<file path="src/sv/vts_pkg.sv">
// ----------------------------------------------------------------------------
// vts_pkg
// Shared types and constants of the voice table: entry layout, the command
// bundle from the sequencer to the datapath and the status bundle back.
// ----------------------------------------------------------------------------
package vts_pkg;

  localparam int TABLE_DEPTH = 16;
  localparam int IDX_W       = $clog2(TABLE_DEPTH);
  localparam int CNT_W       = $clog2(TABLE_DEPTH + 1);
  localparam int TAG_W       = 16;
  localparam int TIME_W      = 32;

  typedef struct packed {
    logic [TAG_W-1:0]  tag;
    logic              held;
    logic [TIME_W-1:0] ptime;
  } entry_t;

  typedef struct packed {
    logic load;         // capture the new item, clear flags
    logic set_bad;      // flag a remove out of range
    logic go_shift_rm;  // start a shift at the removed slot
    logic scan_step;    // read and rank the next entry
    logic go_shift_ev;  // latch the victim, start a shift at it
    logic shift_step;   // move the next entry down one place
    logic cnt_dec;      // drop one entry from the count
    logic append;       // write the new entry at the end
  } cmd_t;

  typedef struct packed {
    logic is_remove;
    logic slot_ok;
    logic full;
    logic scan_done;
    logic shift_done;
  } stat_t;

endpackage

</file>
<file path="src/sv/vts_ctrl.sv">
// ----------------------------------------------------------------------------
// vts_ctrl
// Sequencer of the voice table: walks one operation through decide, victim
// scan, compacting shift and append, then raises the result strobe.
// ----------------------------------------------------------------------------
module vts_ctrl (
  input  logic           clk_i,
  input  logic           rst_ni,
  input  logic           start_i,
  input  vts_pkg::stat_t stat_i,
  output vts_pkg::cmd_t  cmd_o,
  output logic           busy_o,
  output logic           done_o
);

  typedef enum logic [5:0] {
    S_IDLE   = 6'b000001,
    S_DECIDE = 6'b000010,
    S_SCAN   = 6'b000100,
    S_SHIFT  = 6'b001000,
    S_APPEND = 6'b010000,
    S_DONE   = 6'b100000
  } state_e;

  state_e state_q, state_d;

  always_comb begin
    cmd_o   = '0;
    state_d = state_q;
    case (state_q)
      S_IDLE: begin
        if (start_i) begin
          cmd_o.load = 1'b1;
          state_d    = S_DECIDE;
        end
      end
      S_DECIDE: begin
        if (stat_i.is_remove) begin
          if (stat_i.slot_ok) begin
            cmd_o.go_shift_rm = 1'b1;
            state_d           = S_SHIFT;
          end else begin
            cmd_o.set_bad = 1'b1;
            state_d       = S_DONE;
          end
        end else if (stat_i.full) begin
          state_d = S_SCAN;
        end else begin
          state_d = S_APPEND;
        end
      end
      S_SCAN: begin
        if (stat_i.scan_done) begin
          cmd_o.go_shift_ev = 1'b1;
          state_d           = S_SHIFT;
        end else begin
          cmd_o.scan_step = 1'b1;
        end
      end
      S_SHIFT: begin
        if (stat_i.shift_done) begin
          cmd_o.cnt_dec = 1'b1;
          state_d       = stat_i.is_remove ? S_DONE : S_APPEND;
        end else begin
          cmd_o.shift_step = 1'b1;
        end
      end
      S_APPEND: begin
        cmd_o.append = 1'b1;
        state_d      = S_DONE;
      end
      S_DONE: begin
        state_d = S_IDLE;
      end
      default: begin
        state_d = S_IDLE;
      end
    endcase
  end

  always_ff @(posedge clk_i or negedge rst_ni) begin
    if (!rst_ni) begin
      state_q <= S_IDLE;
    end else begin
      state_q <= state_d;
    end
  end

  assign busy_o = (state_q != S_IDLE);
  assign done_o = (state_q == S_DONE);

endmodule

</file>
<file path="src/sv/vts_dp.sv">
// ----------------------------------------------------------------------------
// vts_dp
// Datapath of the voice table: entry memory with one registered read port,
// pointer, victim ranking registers, entry count and result registers.
// ----------------------------------------------------------------------------
module vts_dp (
  input  logic                                clk_i,
  input  logic                                rst_ni,
  input  logic                                mode_i,
  input  logic [vts_pkg::IDX_W-1:0]           slot_index_i,
  input  logic [vts_pkg::TAG_W-1:0]           note_tag_i,
  input  logic                                note_held_i,
  input  logic [vts_pkg::TIME_W-1:0]          press_time_i,
  input  vts_pkg::cmd_t                       cmd_i,
  output vts_pkg::stat_t                      stat_o,
  output logic [vts_pkg::CNT_W-1:0]           count_o,
  output logic                                evicted_o,
  output logic [vts_pkg::IDX_W-1:0]           evicted_index_o,
  output logic [vts_pkg::TAG_W-1:0]           evicted_tag_o,
  output logic                                bad_index_o
);

  localparam int IDX_W = vts_pkg::IDX_W;
  localparam int CNT_W = vts_pkg::CNT_W;

  vts_pkg::entry_t mem_q [vts_pkg::TABLE_DEPTH];
  vts_pkg::entry_t rd_data_q;
  vts_pkg::entry_t new_q;

  logic                      mode_q;
  logic [IDX_W-1:0]          slot_q;
  logic [CNT_W-1:0]          count_q;
  logic [CNT_W-1:0]          ptr_q;
  logic                      cmp_vld_q;
  logic [IDX_W-1:0]          cmp_idx_q;
  logic                      wr_vld_q;
  logic [IDX_W-1:0]          wr_addr_q;
  logic                      in_rel_q;
  logic [vts_pkg::TIME_W-1:0] best_time_q;
  logic [IDX_W-1:0]          best_idx_q;
  logic [vts_pkg::TAG_W-1:0] best_tag_q;
  logic                      evicted_q;
  logic                      bad_q;
  logic [IDX_W-1:0]          ev_idx_q;
  logic [vts_pkg::TAG_W-1:0] ev_tag_q;

  logic more;
  logic rd_en;
  logic take;
  logic rel_d;
  logic later;

  assign more  = (ptr_q < count_q);
  assign rd_en = (cmd_i.scan_step | cmd_i.shift_step) & more;
  assign later = (rd_data_q.ptime > best_time_q);

  // Rank one entry: released beats held, later time beats earlier, ties keep
  // the lower index. The first entry always seeds the search.
  always_comb begin
    take  = 1'b0;
    rel_d = in_rel_q;
    if (cmp_idx_q == '0) begin
      take  = 1'b1;
      rel_d = ~rd_data_q.held;
    end else if (rd_data_q.held) begin
      take = ~in_rel_q & later;
    end else if (!in_rel_q) begin
      take  = 1'b1;
      rel_d = 1'b1;
    end else begin
      take = later;
    end
  end

  // Entry memory: one write and one registered read per cycle.
  always_ff @(posedge clk_i) begin
    if (wr_vld_q) begin
      mem_q[wr_addr_q] <= rd_data_q;
    end else if (cmd_i.append) begin
      mem_q[count_q[IDX_W-1:0]] <= new_q;
    end
    if (rd_en) begin
      rd_data_q <= mem_q[ptr_q[IDX_W-1:0]];
    end
  end

  // Payload registers.
  always_ff @(posedge clk_i) begin
    if (cmd_i.load) begin
      mode_q      <= mode_i;
      slot_q      <= slot_index_i;
      new_q.tag   <= note_tag_i;
      new_q.held  <= note_held_i;
      new_q.ptime <= press_time_i;
      ev_idx_q    <= '0;
      ev_tag_q    <= '0;
    end
    if (cmd_i.go_shift_ev) begin
      ev_idx_q <= best_idx_q;
      ev_tag_q <= best_tag_q;
    end
    cmp_idx_q <= ptr_q[IDX_W-1:0];
    wr_addr_q <= ptr_q[IDX_W-1:0] - IDX_W'(1);
    if (cmp_vld_q) begin
      in_rel_q <= rel_d;
      if (take) begin
        best_time_q <= rd_data_q.ptime;
        best_idx_q  <= cmp_idx_q;
        best_tag_q  <= rd_data_q.tag;
      end
    end
  end

  // Control registers.
  always_ff @(posedge clk_i or negedge rst_ni) begin
    if (!rst_ni) begin
      count_q   <= '0;
      ptr_q     <= '0;
      cmp_vld_q <= 1'b0;
      wr_vld_q  <= 1'b0;
      evicted_q <= 1'b0;
      bad_q     <= 1'b0;
    end else begin
      cmp_vld_q <= cmd_i.scan_step & more;
      wr_vld_q  <= cmd_i.shift_step & more;
      if (cmd_i.load) begin
        ptr_q     <= '0;
        evicted_q <= 1'b0;
        bad_q     <= 1'b0;
      end else if (cmd_i.go_shift_rm) begin
        ptr_q <= CNT_W'(slot_q) + CNT_W'(1);
      end else if (cmd_i.go_shift_ev) begin
        ptr_q     <= CNT_W'(best_idx_q) + CNT_W'(1);
        evicted_q <= 1'b1;
      end else if (rd_en) begin
        ptr_q <= ptr_q + CNT_W'(1);
      end
      if (cmd_i.set_bad) begin
        bad_q <= 1'b1;
      end
      if (cmd_i.cnt_dec) begin
        count_q <= count_q - CNT_W'(1);
      end else if (cmd_i.append) begin
        count_q <= count_q + CNT_W'(1);
      end
    end
  end

  assign stat_o.is_remove  = mode_q;
  assign stat_o.slot_ok    = (CNT_W'(slot_q) < count_q);
  assign stat_o.full       = (count_q == CNT_W'(vts_pkg::TABLE_DEPTH));
  assign stat_o.scan_done  = ~more & ~cmp_vld_q;
  assign stat_o.shift_done = ~more & ~wr_vld_q;

  assign count_o         = count_q;
  assign evicted_o       = evicted_q;
  assign evicted_index_o = ev_idx_q;
  assign evicted_tag_o   = ev_tag_q;
  assign bad_index_o     = bad_q;

`ifndef NO_ASSERTIONS
  a_count_range: assert property (@(posedge clk_i) disable iff (!rst_ni)
    count_q <= CNT_W'(vts_pkg::TABLE_DEPTH))
    else $error("entry count above table depth");

  a_one_writer: assert property (@(posedge clk_i) disable iff (!rst_ni)
    !(wr_vld_q && cmd_i.append))
    else $error("shift write and append collide");

  a_evict_full: assert property (@(posedge clk_i) disable iff (!rst_ni)
    cmd_i.go_shift_ev |-> count_q == CNT_W'(vts_pkg::TABLE_DEPTH))
    else $error("victim taken from a table that is not full");

  a_pipes_apart: assert property (@(posedge clk_i) disable iff (!rst_ni)
    cmp_vld_q |-> !wr_vld_q)
    else $error("scan and shift active together");

  a_append_grows: assert property (@(posedge clk_i) disable iff (!rst_ni)
    cmd_i.append |=> count_q == $past(count_q) + CNT_W'(1))
    else $error("append did not grow the count");
`endif

endmodule

</file>
<file path="src/sv/voice_table_with_stealing_top.sv">
// ----------------------------------------------------------------------------
// voice_table_with_stealing_top
// Packed table of active notes with voice stealing on a full table.
// ----------------------------------------------------------------------------
// Throughput: one operation at a time; start is taken again the cycle after
// done_o. The victim scan reads one entry per cycle through the single memory
// read port, and the compacting shift moves one entry per cycle.
// Reset: rst_ni clears the count and the sequencer; entry contents stay as is.
// Results are not back-pressured: done_o marks one cycle and the transfer is
// complete at its closing edge.
module voice_table_with_stealing_top (
  input  logic                          clk_i,
  input  logic                          rst_ni,
  // command side: a transfer happens when start is high and busy is low
  input  logic                          start,
  output logic                          busy,
  input  logic                          mode_i,
  input  logic [vts_pkg::IDX_W-1:0]     slot_index_i,
  input  logic [vts_pkg::TAG_W-1:0]     note_tag_i,
  input  logic                          note_held_i,
  input  logic [vts_pkg::TIME_W-1:0]    press_time_i,
  // result side: valid for exactly the done_o cycle
  output logic                          done_o,
  output logic [vts_pkg::CNT_W-1:0]     count_o,
  output logic                          evicted_o,
  output logic [vts_pkg::IDX_W-1:0]     evicted_index_o,
  output logic [vts_pkg::TAG_W-1:0]     evicted_tag_o,
  output logic                          bad_index_o
);

  vts_pkg::cmd_t  cmd;
  vts_pkg::stat_t stat;

  // Sequencer: decides between append, remove, and scan plus shift, and
  // raises busy for the whole operation so no new item can slip in.
  vts_ctrl u_ctrl (
    .clk_i   (clk_i),
    .rst_ni  (rst_ni),
    .start_i (start),
    .stat_i  (stat),
    .cmd_o   (cmd),
    .busy_o  (busy),
    .done_o  (done_o)
  );

  // Datapath: holds the entries, ranks victims as they stream out of the
  // memory and compacts the table by moving each later entry down one slot.
  // The result registers hold their value until the next operation starts.
  vts_dp u_dp (
    .clk_i           (clk_i),
    .rst_ni          (rst_ni),
    .mode_i          (mode_i),
    .slot_index_i    (slot_index_i),
    .note_tag_i      (note_tag_i),
    .note_held_i     (note_held_i),
    .press_time_i    (press_time_i),
    .cmd_i           (cmd),
    .stat_o          (stat),
    .count_o         (count_o),
    .evicted_o       (evicted_o),
    .evicted_index_o (evicted_index_o),
    .evicted_tag_o   (evicted_tag_o),
    .bad_index_o     (bad_index_o)
  );

endmodule

</file>
<file path="config.mk">
export PLATFORM = sky130hd
export DESIGN_NAME = voice_table_with_stealing_top
export DESIGN_NICKNAME = d
export VERILOG_FILES = /design/src/sv/vts_pkg.sv /design/src/sv/vts_ctrl.sv /design/src/sv/vts_dp.sv /design/src/sv/voice_table_with_stealing_top.sv
export SDC_FILE = /design/constraint.sdc
export NUM_CORES = 1
export LEC_CHECK = 0
export BUFFER_PORTS_ARGS = -buffer_cell sky130_fd_sc_hd__buf_2
export CELL_PAD_IN_SITES_DETAIL_PLACEMENT = 1
export CELL_PAD_IN_SITES_GLOBAL_PLACEMENT = 2
export CORE_ASPECT_RATIO = 1.75
export CORE_MARGIN = 2
export CORE_UTILIZATION = 54
export DETAILED_ROUTE_END_ITERATION = 10
export GPL_TIMING_DRIVEN = 0
export MAX_ROUTING_LAYER = met4
export PLACE_DENSITY_LB_ADDON = 0.25
export SLEW_MARGIN = 20
export SYNTH_ARGS = -nofsm -noshare
export SYNTH_HDL_FRONTEND = slang
export SYNTH_HIERARCHICAL = 1
export SYNTH_SLANG_ARGS = --single-unit
</file>
<file path="constraint.sdc">
create_clock -name clk_i -period 7.97 [get_ports clk_i]
set_clock_uncertainty 0.2 [all_clocks]
set_input_delay 1.594 -clock clk_i [delete_from_list [all_inputs] [get_ports clk_i]]
set_output_delay 1.594 -clock clk_i [all_outputs]
set_load 0.005 [all_outputs]
</file>
==> summary.md <==
| Metric | Value |
|---|---|
| Post-CTS Setup Bufs | 0 |
| Layout area overhead | 15.1% |
| CP max FO | 16 |
| Tot GR Track Use | 28.0% |
| DIE HEIGHT | 356 um |
| Port bufs | 85 |
| Synthesized net count | 1769 |
| Critical Path RT | 8.12 ns |
| Register area | 29500 um2 |
| Via count | 18300 |
| Final non-filler cell total | 2881 |
| Worst R2R Path Depth | 9 |
| Post-Syn Area per Cell | 23.0 um2 |
| Worst-path clk slew | 0.06 ns |
| Final worst-path cycle share | 57.2% |
| Initial antenna violation count | 1 |
| Min Tclk post-route | 4.56 ns |
| Max Slew Vio Count | 0 |
| Crit path capture type | flop |
| Clock power share | 33.4% |
| Aggregate global routing overflow | 0 |
| Sequential share of the synthesized area | 77.0% |
| Root buffer cell | clkbuf_16 |
| Cells after DPL | 2723 |
| Initial Util | 54.3% |
| Drt total wl | 94800 um |
| Hold_buf cts | 0 |
| Synthesized flop and latch total | 988 |
| Combinational share of power | 18.6% |
| Status | completed |
| Skew-Pair Late Insertion Delay | 0.67 ns |
| Post-Syn Instances | 1667 |
| Main synth FF type | edfxtp_1 |
| Flop pwr share | 48.0% |
| Cell area after layout | 44100 um2 |
| Worst-Margin Slew | 1.06 ns |
| Leak | 14.2 nW |
| Netlist cell types | 59 |
| Switching part of the total power | 25.2% |
| Final setup fails | 0 |
| Switch Pwr | 3.16 mW |
| Arrival @ worst endpoint | 4.71 ns |
| Peak VDD IR | 0.196 mV |
| Largest net degree at the start of global routing | 41 |
| RSZ-0062 raised after global routing | no |
| Htree depth | 3 |
| Number of enable flip-flop cells after synthesis | 960 |
| Fmax | 219 MHz |
| Slew headroom | 28.7% |
| Internal Dissipation | 9.37 mW |
| Routability Congestion | 0.777 |
| First-pass GRT wire length | 139000 um |
| Worst Setup Path Type | flop to flop |
| Initial drt markers | 1787 |
| Worst Hold Class | flop to flop |
| Antenna Nets Post-Route | 0 |
| Layout cell share with drive strength beyond 1 | 27.9% |
| R2R setup slack | 3.41 ns |
| Die extent in x | 205 um |
| DRC errors left | 0 |
| Mapped Area | 38300 um2 |
| Core area | 70500 um2 |
| Yosys warns | 6 |
| Design Power | 12.5 mW |
| Crit path launch type | flop |
| Placement Setup Slack | 3.49 ns |
| Die ar. | 73200 um2 |
| Num ports | 86 |
| Number of buffers created by CTS | 87 |
| Async S/R FF share, synth | 2.02% |
| Final worst setup slack | 3.41 ns |
| Pre-antenna DRT Iters | 7 |
| Diodes inserted | 0 |
| Worst hold slack | 0.235 ns |
| TritonCTS clock tree | done |
| WHS Path Cells | 0 |
| Cell Rows | 129 |
| Clock Sinks | 988 |
| Clk buf depth | 3 |
| Nets@finish | 1997 |
| Layout fillers | 5628 |
| DP HPWL | 60900 um |
| Dpl cell area | 41300 um2 |
| Max_cap viols | 0 |
| Footprint of the multi-input gates | 8370 um2 |
| Wire length per cell | 32.9 um |
| Vias per cell | 6.34 |
| Vias in the first global route | 19900 |
| Fin. Hold Viols | 0 |
| PD cells | 284 nW/um2 |
| CTS resizes | 0 |
## placed cells by master (no fill, tap or decap), drive strengths merged, types with 5 or more instances in the layout
cell type  Yosys  layout
nor3           5       5
and2          23      23
a21o           5       5
edfxtp       960     960
nor2b          8       8
xor2           5       5
mux2i          5       5
clkinvlp       0      11
nand2         20      20
mux2          48      48
ha            44      44
mux4         245     245
a31oi          6       6
dfrtp         19      19
a21oi         28      28
clkbuf        29     139
nand4          7       7
nor2          39      39
buf           38     177
clkinv         0      27
bufinv         0       8
a211oi         5       5
o21ai         12      12
inv           54      56
dfxtp          8       8
## sequential cells by signal, summed over array words and instances (netlist names)
register,count
u_dp/mem_q,784
u_dp/new_q,49
u_dp/rd_data_q,49
u_dp/best_time_q,32
u_dp/best_tag_q,16
u_dp/evicted_tag_o,16
u_ctrl/state_q,6
u_dp/count_o,5
u_dp/ptr_q,5
u_dp/best_idx_q,4
u_dp/cmp_idx_q,4
u_dp/evicted_index_o,4
u_dp/slot_q,4
u_dp/wr_addr_q,4
u_dp/bad_index_o,1
u_dp/cmp_vld_q,1
u_dp/evicted_o,1
u_dp/in_rel_q,1
u_dp/mode_q,1
u_dp/wr_vld_q,1
## worst max-delay path: stages (launching register included)
cell and delay, ns:
dfrtp_1 0.43, nor2_1 0.19, and4_1 0.40, nor2b_1 0.62, clkbuf_1 0.49, buf_2 0.47
a21oi_1 0.35, nor2_4 0.58, buf_12 0.27, buf_12 0.22
## final timing paths
| path | from | to |
|---|---|---|
| worst max-delay path | u_ctrl/state_q[1] | u_dp/mem_q[2][35] |
| min in group asynchronous | rst_ni | u_dp/evicted_o |
| worst min-delay path | u_dp/ptr_q[2] | u_dp/cmp_idx_q[2] |
| worst max register to register | u_ctrl/state_q[1] | u_dp/mem_q[2][35] |
| max in group asynchronous | rst_ni | u_ctrl/state_q[0] |
| worst min register to register | u_dp/ptr_q[2] | u_dp/cmp_idx_q[2] |
## synthesized netlist by cell type, drive strengths merged, types with 5 or more instances
library cell	instances	share of area, %
buf	38	0.76
dfrtp	19	1.2
nand2	20	0.20
a21o	5	0.098
o21ai	12	0.16
a211oi	5	0.098
xor2	5	0.11
nor2b	8	0.13
nor2	39	0.38
nand4	7	0.11
mux2	48	1.4
clkbuf	29	0.28
nor3	5	0.065
dfxtp	8	0.42
inv	54	0.53
a21oi	28	0.37
edfxtp	960	75
ha	44	1.4
and2	23	0.38
mux2i	5	0.13
mux4	245	15
a31oi	6	0.098
## metal layers
metal,global-route usage (%),wire (um),vias to the layer above
li1,-,-,7490
met1,35.2,35700,9877
met2,47.6,50800,724
met3,3.40,5630,161
met4,9.31,2600,0
met5,-,0,-
## power groups by stage
stage / clock network (mW) / logic, mW / registers [mW]
floorplan: 0 / 1.62 / 6.08
global placement: 0 / 2.22 / 6.14
detailed placement: 0 / 2.36 / 6.12
CTS: 4.27 / 2.36 / 6.01
global route: 4.43 / 2.47 / 6.02
finish: 4.19 / 2.33 / 6.01
## cell families (layout without fill, tap and decap cells)
logic type	count (synthesis)	after routing	synth area share [%]
AO/OA/AOI/OAI	71	71	1.23
XOR/XNOR	8	8	0.183
adder cells (fa/ha/maj)	46	46	1.52
buffers and inverters	121	418	1.57
flip-flops	988	988	77.0
multiplexers	298	298	16.7
AND/OR/NAND/NOR	135	135	1.88
## cell type report
cell class	count	area share (%)
flip-flops and latches	988	66.8
multi-input cells	558	19.0
clock buffers	110	5.25
repair buffers	139	3.85
well taps	917	2.60
clock inverters	48	1.11
plain buffers	67	0.910
inverters	54	0.465
## metrics by stage
step | TNS [ns] | utilization (%)
2_1_floorplan | 0 | -
3_3_place_gp | -145.41 | 56.6
3_5_place_dp | 0 | 58.6
4_1_cts | 0 | 62.5
5_1_grt | 0 | 62.5
6_report | 0 | 62.5
Note: power is estimated with default switching activity, not from simulation.
